[config.mk]
export PLATFORM = sky130hd
export DESIGN_NAME = base64_stream_decoder
export DESIGN_NICKNAME = d
export VERILOG_FILES = /design/src/b64d_pkg.sv /design/src/b64d_decode.sv /design/src/b64d_queue.sv /design/src/base64_stream_decoder.sv
export VERILOG_INCLUDE_DIRS = /design/src /design/src/src
export SDC_FILE = /design/constraint.sdc
export NUM_CORES = 1
export LEC_CHECK = 0
export ABC_AREA = 1
export BUFFER_PORTS_ARGS = -buffer_cell sky130_fd_sc_hd__buf_2
export CORE_UTILIZATION = 57
export DETAILED_ROUTE_END_ITERATION = 8
export PLACE_DENSITY = 0.8
export RECOVER_POWER = 50
export SLEW_MARGIN = 20
export SYNTH_ARGS = -nofsm -noshare
export SYNTH_HDL_FRONTEND = slang
export SYNTH_SLANG_ARGS = --single-unit
[constraint.sdc]
create_clock -name clk_i -period 2.8 [get_ports clk_i]
set_input_delay 0.28 -clock clk_i [delete_from_list [all_inputs] [get_ports clk_i]]
set_output_delay 0.28 -clock clk_i [all_outputs]
set_load 0.01 [all_outputs]
[src/base64_stream_decoder_defines.svh]
// ----------------------------------------------------------------------------
// base64 stream decoder assertion macros
// shared concurrent assertion forms for the decoder modules
// ----------------------------------------------------------------------------
`ifndef BASE64_STREAM_DECODER_DEFINES_SVH
`define BASE64_STREAM_DECODER_DEFINES_SVH

// same-cycle implication, disabled during reset
`define B64D_ASSERT_IMP(lbl, clk, rstn, ante, cons, msg) \
  lbl: assert property (@(posedge clk) disable iff (!rstn) (ante) |-> (cons)) \
    else $error(msg);

// next-cycle implication, disabled during reset
`define B64D_ASSERT_NXT(lbl, clk, rstn, ante, cons, msg) \
  lbl: assert property (@(posedge clk) disable iff (!rstn) (ante) |=> (cons)) \
    else $error(msg);

`endif

[src/b64d_pkg.sv]
// ----------------------------------------------------------------------------
// b64d_pkg
// types, constants and the character map of the base64 stream decoder
// ----------------------------------------------------------------------------
package b64d_pkg;

  // result codes
  typedef enum logic [1:0] {
    ST_BYTE       = 2'd0,
    ST_BAD_CHAR   = 2'd1,
    ST_SHORT_LINE = 2'd2
  } status_e;

  // one input transaction
  typedef struct packed {
    logic [7:0] char_in;
    logic       end_of_line;
  } b64d_in_t;

  // one result transaction
  typedef struct packed {
    logic [7:0] data_byte;
    status_e    status;
    logic       last;
  } b64d_out_t;

  localparam int MaxRes   = 3;             // results caused by one character
  localparam int QDepth   = 2 * MaxRes;    // result queue entries
  localparam int QCntW    = $clog2(QDepth + 1);
  localparam int SextetW  = 6;
  localparam int AccW     = 3 * SextetW;

  // results pushed by one accepted character
  typedef struct packed {
    logic [1:0]                n;
    b64d_out_t [MaxRes-1:0]    res;
  } b64d_push_t;

  // character codes
  localparam logic [7:0] ChUpperA = 8'h41;
  localparam logic [7:0] ChUpperZ = 8'h5a;
  localparam logic [7:0] ChLowerA = 8'h61;
  localparam logic [7:0] ChLowerZ = 8'h7a;
  localparam logic [7:0] ChDigit0 = 8'h30;
  localparam logic [7:0] ChDigit9 = 8'h39;
  localparam logic [7:0] ChPlus   = 8'h2b;
  localparam logic [7:0] ChSlash  = 8'h2f;
  localparam logic [7:0] ChPad    = 8'h3d;

  // offsets that map a character range onto its sextet values
  localparam logic [7:0] OffUpper = 8'd65;   // 'A' -> 0
  localparam logic [7:0] OffLower = 8'd71;   // 'a' -> 26
  localparam logic [7:0] OffDigit = 8'd4;    // '0' -> 52, added

  localparam logic [5:0] SxPlus   = 6'd62;
  localparam logic [5:0] SxSlash  = 6'd63;

  // {invalid, sextet}; pad maps to zero
  function automatic logic [SextetW:0] sextet_of(input logic [7:0] c);
    logic [7:0] t;
    logic [SextetW:0] r;
    t = 8'd0;
    r = {1'b1, 6'd0};
    if (c >= ChUpperA && c <= ChUpperZ) begin
      t = c - OffUpper;
      r = {1'b0, t[5:0]};
    end else if (c >= ChLowerA && c <= ChLowerZ) begin
      t = c - OffLower;
      r = {1'b0, t[5:0]};
    end else if (c >= ChDigit0 && c <= ChDigit9) begin
      t = c + OffDigit;
      r = {1'b0, t[5:0]};
    end else if (c == ChPlus) begin
      r = {1'b0, SxPlus};
    end else if (c == ChSlash) begin
      r = {1'b0, SxSlash};
    end else if (c == ChPad) begin
      r = {1'b0, 6'd0};
    end
    return r;
  endfunction

endpackage

[src/b64d_decode.sv]
// ----------------------------------------------------------------------------
// b64d_decode
// group state and result generation for one accepted character per cycle
// ----------------------------------------------------------------------------
`include "base64_stream_decoder_defines.svh"

module b64d_decode import b64d_pkg::*; (
  input  logic       clk_i,
  input  logic       rst_ni,
  input  logic       accept_i,
  input  b64d_in_t   in_i,
  output b64d_push_t push_o
);

  logic [AccW-1:0]    acc_q, acc_d;
  logic [1:0]         cnt_q, cnt_d;
  logic               bad_q, bad_d;
  logic               skip_q, skip_d;

  logic [SextetW:0]   sx;
  logic               bad;
  logic [AccW+5:0]    word;

  assign sx   = sextet_of(in_i.char_in);
  assign bad  = bad_q | sx[SextetW];
  assign word = {acc_q, sx[SextetW-1:0]};

  always_comb begin
    acc_d  = acc_q;
    cnt_d  = cnt_q;
    bad_d  = bad_q;
    skip_d = skip_q;
    push_o = '0;
    if (accept_i) begin
      if (skip_q) begin
        // drop characters up to the line end
        if (in_i.end_of_line) begin
          skip_d = 1'b0;
          acc_d  = '0;
          cnt_d  = '0;
          bad_d  = 1'b0;
        end
      end else if (cnt_q == 2'd3) begin
        // fourth sextet closes the group
        acc_d = '0;
        cnt_d = '0;
        bad_d = 1'b0;
        if (bad) begin
          push_o.n                = 2'd1;
          push_o.res[0].data_byte = 8'd0;
          push_o.res[0].status    = ST_BAD_CHAR;
          push_o.res[0].last      = in_i.end_of_line;
          skip_d                  = ~in_i.end_of_line;
        end else begin
          push_o.n                = 2'd3;
          push_o.res[0].data_byte = word[23:16];
          push_o.res[0].status    = ST_BYTE;
          push_o.res[0].last      = 1'b0;
          push_o.res[1].data_byte = word[15:8];
          push_o.res[1].status    = ST_BYTE;
          push_o.res[1].last      = 1'b0;
          push_o.res[2].data_byte = word[7:0];
          push_o.res[2].status    = ST_BYTE;
          push_o.res[2].last      = in_i.end_of_line;
        end
      end else if (in_i.end_of_line) begin
        // line ends inside a group
        acc_d                   = '0;
        cnt_d                   = '0;
        bad_d                   = 1'b0;
        push_o.n                = 2'd1;
        push_o.res[0].data_byte = 8'd0;
        push_o.res[0].status    = bad ? ST_BAD_CHAR : ST_SHORT_LINE;
        push_o.res[0].last      = 1'b1;
      end else begin
        acc_d = {acc_q[AccW-SextetW-1:0], sx[SextetW-1:0]};
        cnt_d = cnt_q + 2'd1;
        bad_d = bad;
      end
    end
  end

  always_ff @(posedge clk_i or negedge rst_ni) begin
    if (!rst_ni) begin
      acc_q  <= '0;
      cnt_q  <= '0;
      bad_q  <= 1'b0;
      skip_q <= 1'b0;
    end else begin
      acc_q  <= acc_d;
      cnt_q  <= cnt_d;
      bad_q  <= bad_d;
      skip_q <= skip_d;
    end
  end

  `B64D_ASSERT_IMP(a_skip_empty_group, clk_i, rst_ni, skip_q, cnt_q == 2'd0 && !bad_q, "skip with open group")
  `B64D_ASSERT_IMP(a_empty_group_clear, clk_i, rst_ni, cnt_q == 2'd0, acc_q == '0 && !bad_q, "stale group state")

endmodule

[src/b64d_queue.sv]
// ----------------------------------------------------------------------------
// b64d_queue
// shifting result queue: takes up to three results, hands out one per ready cycle
// ----------------------------------------------------------------------------
`include "base64_stream_decoder_defines.svh"

module b64d_queue import b64d_pkg::*; (
  input  logic       clk_i,
  input  logic       rst_ni,
  input  b64d_push_t push_i,
  output logic       space_o,
  output logic       out_valid_o,
  input  logic       out_ready_i,
  output b64d_out_t  out_data_o
);

  b64d_out_t [QDepth-1:0] ent_q, ent_d, shifted;
  logic [QCntW-1:0]       cnt_q, cnt_d, base_cnt;
  logic                   pop;

  assign out_valid_o = (cnt_q != '0);
  assign out_data_o  = ent_q[0];
  assign pop         = out_valid_o & out_ready_i;
  // room for the largest burst of one character
  assign space_o     = (cnt_q <= QCntW'(QDepth - MaxRes));
  assign base_cnt    = cnt_q - QCntW'(pop);
  assign cnt_d       = base_cnt + QCntW'(push_i.n);

  always_comb begin
    for (int i = 0; i < QDepth - 1; i++) begin
      shifted[i] = ent_q[i+1];
    end
    shifted[QDepth-1] = ent_q[QDepth-1];
  end

  always_comb begin
    for (int i = 0; i < QDepth; i++) begin
      ent_d[i] = pop ? shifted[i] : ent_q[i];
      for (int k = 0; k < MaxRes; k++) begin
        if (QCntW'(k) < QCntW'(push_i.n) && (base_cnt + QCntW'(k)) == QCntW'(i)) begin
          ent_d[i] = push_i.res[k];
        end
      end
    end
  end

  always_ff @(posedge clk_i or negedge rst_ni) begin
    if (!rst_ni) begin
      cnt_q <= '0;
    end else begin
      cnt_q <= cnt_d;
    end
  end

  always_ff @(posedge clk_i) begin
    ent_q <= ent_d;
  end

  `B64D_ASSERT_IMP(a_no_overflow, clk_i, rst_ni, push_i.n != 2'd0, cnt_d <= QCntW'(QDepth), "result queue overflow")
  `B64D_ASSERT_NXT(a_count_track, clk_i, rst_ni, !pop, cnt_q == $past(cnt_q) + QCntW'($past(push_i.n)), "queue count mismatch")

endmodule

[src/base64_stream_decoder.sv]
// ----------------------------------------------------------------------------
// base64 stream decoder
// line-oriented base64 decoder, one character in per cycle unless stalled, bytes out
// ----------------------------------------------------------------------------
// usage:
//   input channel  : in_valid_i / in_ready_o, payload in_data_i carries one
//                    character and its end-of-line mark per transaction
//   output channel : out_valid_o / out_ready_i, payload out_data_o carries
//                    one decoded byte or one error code per transaction
//   four characters form a group that yields three bytes, most significant
//   first; a bad group or a line that ends mid-group yields one error
//   transaction and the rest of that line is dropped
//   ordering       : a character's results enter the queue register when the
//                    character is taken and are offered in order, behind any
//                    results still queued
//   throughput     : one character per cycle unless stalled; the output side
//   drains one result per ready cycle from a six-entry queue, and the input
//   stalls only when that queue holds more than three results
//   reset          : clears the group, the skip flag and the queue; no result
//   is pending afterwards
//   receiver stall : results wait in the queue, input keeps flowing until
//   the queue cannot take another three-result burst
// ----------------------------------------------------------------------------
module base64_stream_decoder import b64d_pkg::*; (
  input  logic      clk_i,
  input  logic      rst_ni,
  input  logic      in_valid_i,
  output logic      in_ready_o,
  input  b64d_in_t  in_data_i,
  output logic      out_valid_o,
  input  logic      out_ready_i,
  output b64d_out_t out_data_o
);

  logic       accept;
  b64d_push_t push;

  // ready depends only on queue fill, never on the output handshake
  assign accept = in_valid_i & in_ready_o;

  // group tracking and result generation
  b64d_decode u_decode (
    .clk_i    (clk_i),
    .rst_ni   (rst_ni),
    .accept_i (accept),
    .in_i     (in_data_i),
    .push_o   (push)
  );

  // result register stage, serializes bursts of up to three results
  b64d_queue u_queue (
    .clk_i       (clk_i),
    .rst_ni      (rst_ni),
    .push_i      (push),
    .space_o     (in_ready_o),
    .out_valid_o (out_valid_o),
    .out_ready_i (out_ready_i),
    .out_data_o  (out_data_o)
  );

endmodule

==> summary.log <==
[critical_path] Critical Path Sink Type flip-flop
[global_routing] Overall Global Routing Usage 32.9%
[final_layout] Fillers 947
[clocking] clock latency at the later pin of the worst-skew pair 370 ps
[timing] time the final worst path needs with I/O delays and setup 2650 ps
[critical_path] Crit path required time 2930 ps
[floorplanning] vertical die dimension 105 um
[placed_design] weighted congestion at the end of routability-driven global placement 1.03
[power] peak supply drop 0.398 mV
[synth] post-synthesis instance area 0.00603 mm^2
[synth] Post-synth ARST share 27.5%
[floorplanning] standard-cell row count 37
[final_layout] footprint of the multi-input gates 0.00292 mm^2
[routing] 1st-iter DRT viols 671
[global_routing] vias in the first global route 5130
[clocking] CTS tree built
[timing] unrepaired setup endpoints after global routing false
[timing] Clock Skews 15.0 ps
[routing] first drt pass iteration count 6
[synth] Post-Syn Instances 775
[routing] average detailed-routed wire length per instance 18.1 um
[clocking] Clock Tree Root clkbuf_8
[placed_design] IO buf count 25
[critical_path] CP arrival 2780 ps
[clocking] clock sink total 91
[synth] sequential element share of the synthesized area 43.2%
[final_layout] number of nets in the layout 854
[timing] endpoints failing hold 0
[timing] period utilization 94.6%
[synth] Netlist cell types 35
[clocking] H-tree levels 3
[placed_design] Area after DPL 0.00653 mm^2
[timing] Final Max Tran Viols 0
[routing] Routed Wire Length 17500 um
[critical_path] flop-to-flop setup slack 150 ps
[floorplanning] number of top-level pins 26
[synth] #FFs+latches synth 91
[synth] synth warn 0
[timing] Max Fclk 377 MHz
[power] standby leakage power 2.89 nW
[timing] Final Setup Violations 0
[timing] Slew HR 8.53%
[clocking] Max Buffers Root-to-Sink 2
[placed_design] detailed-placement wirelength estimate 13500 um
[synth] synthesized area divided by synthesized cell count 7.78 um^2
[critical_path] Setup crit start kind flip-flop
[run] max cap viols 0
[global_routing] antenna violations before repair 0
[final_layout] Area Growth Syn to Fin 10.3%
[floorplanning] starting density of the core 58.7%
[final_layout] share of final-layout standard cells stronger than drive strength 1 16.0%
[routing] final antenna-violating net count 0
[routing] DRC violation count after routing 0
[synth] most common flop cell mapped by yosys edfxtp_1
[final_layout] sequential standard cell area 0.00261 mm^2
[routing] total vias in the final route 5467
[status] result of the run finished clean
[floorplanning] core area 0.0103 mm^2
[power] Power Dens Cells 735 mW/mm^2
[synth] count of flip-flops with a built-in enable after synthesis 66
[timing] transition time at the pin with the least slew margin 1370 ps
[routing] via density per instance 5.66
[power] Design Power 4.89 mW
[global_routing] global-route wire length before repair 27300 um
[hold_path] HP Class primary input to flip-flop
[critical_path] Max FO, Critical Path 6
[clocking] CTS clk-pin slew, worst paths 90 ps
[critical_path] type of the worst setup path flip-flop to flip-flop
[global_routing] maximum number of pins on one net before global-route repair 26
[global_routing] grt total ovfl 0
[final_layout] Non-Filler Cell Area, Final 0.00665 mm^2
[final_layout] diodes inserted 0
[synth] net count of the mapped netlist 803
[clocking] cts bufs inserted 9
[floorplanning] width of the die 105 um
[floorplanning] die area 0.0110 mm^2
[layout by cell type (no fill, tap or decap), types with 6 or more instances in the layout]
cell and instances:
o211ai_1 16, xor2_1 9, nor2_2 13, edfxtp_1 66
nand3_1 73, inv_2 14, o21ai_2 9, clkbuf_8 9
o21ai_0 48, nor2_1 57, dfrtp_1 25, o22ai_1 14
buf_4 33, nor2_4 9, buf_2 11, a21oi_1 18
nand2_1 251, ha_1 11, o21ai_1 6, inv_1 77
clkbuf_1 19
[final cells by class]
type,instances,area share (%)
clock buffer,9,1.86
clock inverter,6,0.715
inverter,93,5.29
multi-input combinational,562,44.0
sequential,91,39.2
tap,136,2.56
timing repair buffer,69,6.38
[kinds of logic after synthesis]
family	share of synthesized area, %
buffers and inverters	9.30
and+or+nand+nor	31.9
AOI/OAI and AO/OA	11.0
xor gates and xnor gates	1.31
adders and majority gates	3.24
DFF	43.2
[final timing paths]
| path | start | endpoint | depth (start not counted) |
|---|---|---|---|
| worst min register to register | u_decode.acc_q[13] | u_decode.acc_q[13] | 2 |
| worst min-delay path | in_data_i[0] | u_decode.acc_q[5] | 4 |
| max in group asynchronous | rst_ni | u_queue.cnt_q[0] | 2 |
| worst max-delay path | u_queue.cnt_q[0] | u_queue.out_data_o[6] | 18 |
| worst max register to register | u_queue.cnt_q[0] | u_queue.out_data_o[6] | 18 |
| min in group asynchronous | rst_ni | u_decode.acc_q[16] | 2 |
[flip-flops by register name (all words and copies together) (netlist names)]
register            cells
u_decode.bad_q          1
u_queue.out_data_o     11
u_queue.cnt_q           3
u_decode.skip_q         1
u_decode.cnt_q          2
u_queue.ent_q          55
u_decode.acc_q         18
[metal layers]
| layer | vias up | global-route usage [%] | routed length [um] |
|---|---|---|---|
| li1 | 2627 | - | - |
| met1 | 2495 | 43.7 | 6970 |
| met2 | 276 | 52.8 | 7940 |
| met3 | 69 | 5.68 | 1740 |
| met4 | 0 | 14.7 | 841 |
| met5 | - | 0 | 0 |
[report_power, final]
group | leakage, nW | switching (mW) | internal [mW] | total, mW
registers | 0.971 | 0.215 | 1.88 | 2.10
clock network | 0.0869 | 0.495 | 0.329 | 0.824
logic | 1.84 | 1.32 | 0.646 | 1.96
[stage by stage]
| stage | hold slack, ps | utilization, % | TNS [ps] | setup WS [ps] | instances |
|---|---|---|---|---|---|
| global route | 245 | 64.7 | 0 | 13.2 | 966 |
| floorplan | -15.6 | - | -332 | -30.2 | 775 |
| finish | 234 | 64.7 | 0 | 150 | 966 |
| global placement | 292 | 63.6 | 0 | 113 | 947 |
| CTS | 232 | 65.4 | 0 | 54.9 | 963 |
| detailed placement | 299 | 63.6 | -75.5 | -7.06 | 947 |
[critical path, cell delays in order (launching register included)]
cell     delay (ps)
dfrtp_1         360
inv_1           150
nand3_4         100
nand2_4          80
inv_2            40
ha_4            150
ha_4            150
or2_4           250
nand2_4         110
ha_4            180
inv_1            80
nor2_2          200
inv_1           100
nor2_4          150
nand2_1          70
o21ai_0          80
inv_1            60
nand2_1          70
inv_1            40
[repair_timing]
item	4_1_cts	5_1_grt
hold endpoints to repair	25	0
buffers inserted	0	3
hold buffers	1	0
pin swaps	0	1
endpoints found under the setup margin	11	26
gates resized for setup	1	5
[Yosys cell counts, types with 13 or more instances]
| master | instances | area, um^2 |
|---|---|---|
| nand2_1 | 250 | 938 |
| inv_1 | 78 | 293 |
| nand3_1 | 75 | 375 |
| edfxtp_1 | 66 | 1980 |
| nor2_1 | 57 | 214 |
| o21ai_0 | 47 | 235 |
| dfrtp_1 | 25 | 626 |
| a21oi_1 | 18 | 90.1 |
| o211ai_1 | 16 | 120 |
| ha_1 | 14 | 175 |
| o22ai_1 | 14 | 87.6 |
| buf_4 | 13 | 97.6 |
(Power assumes the default switching activity.)
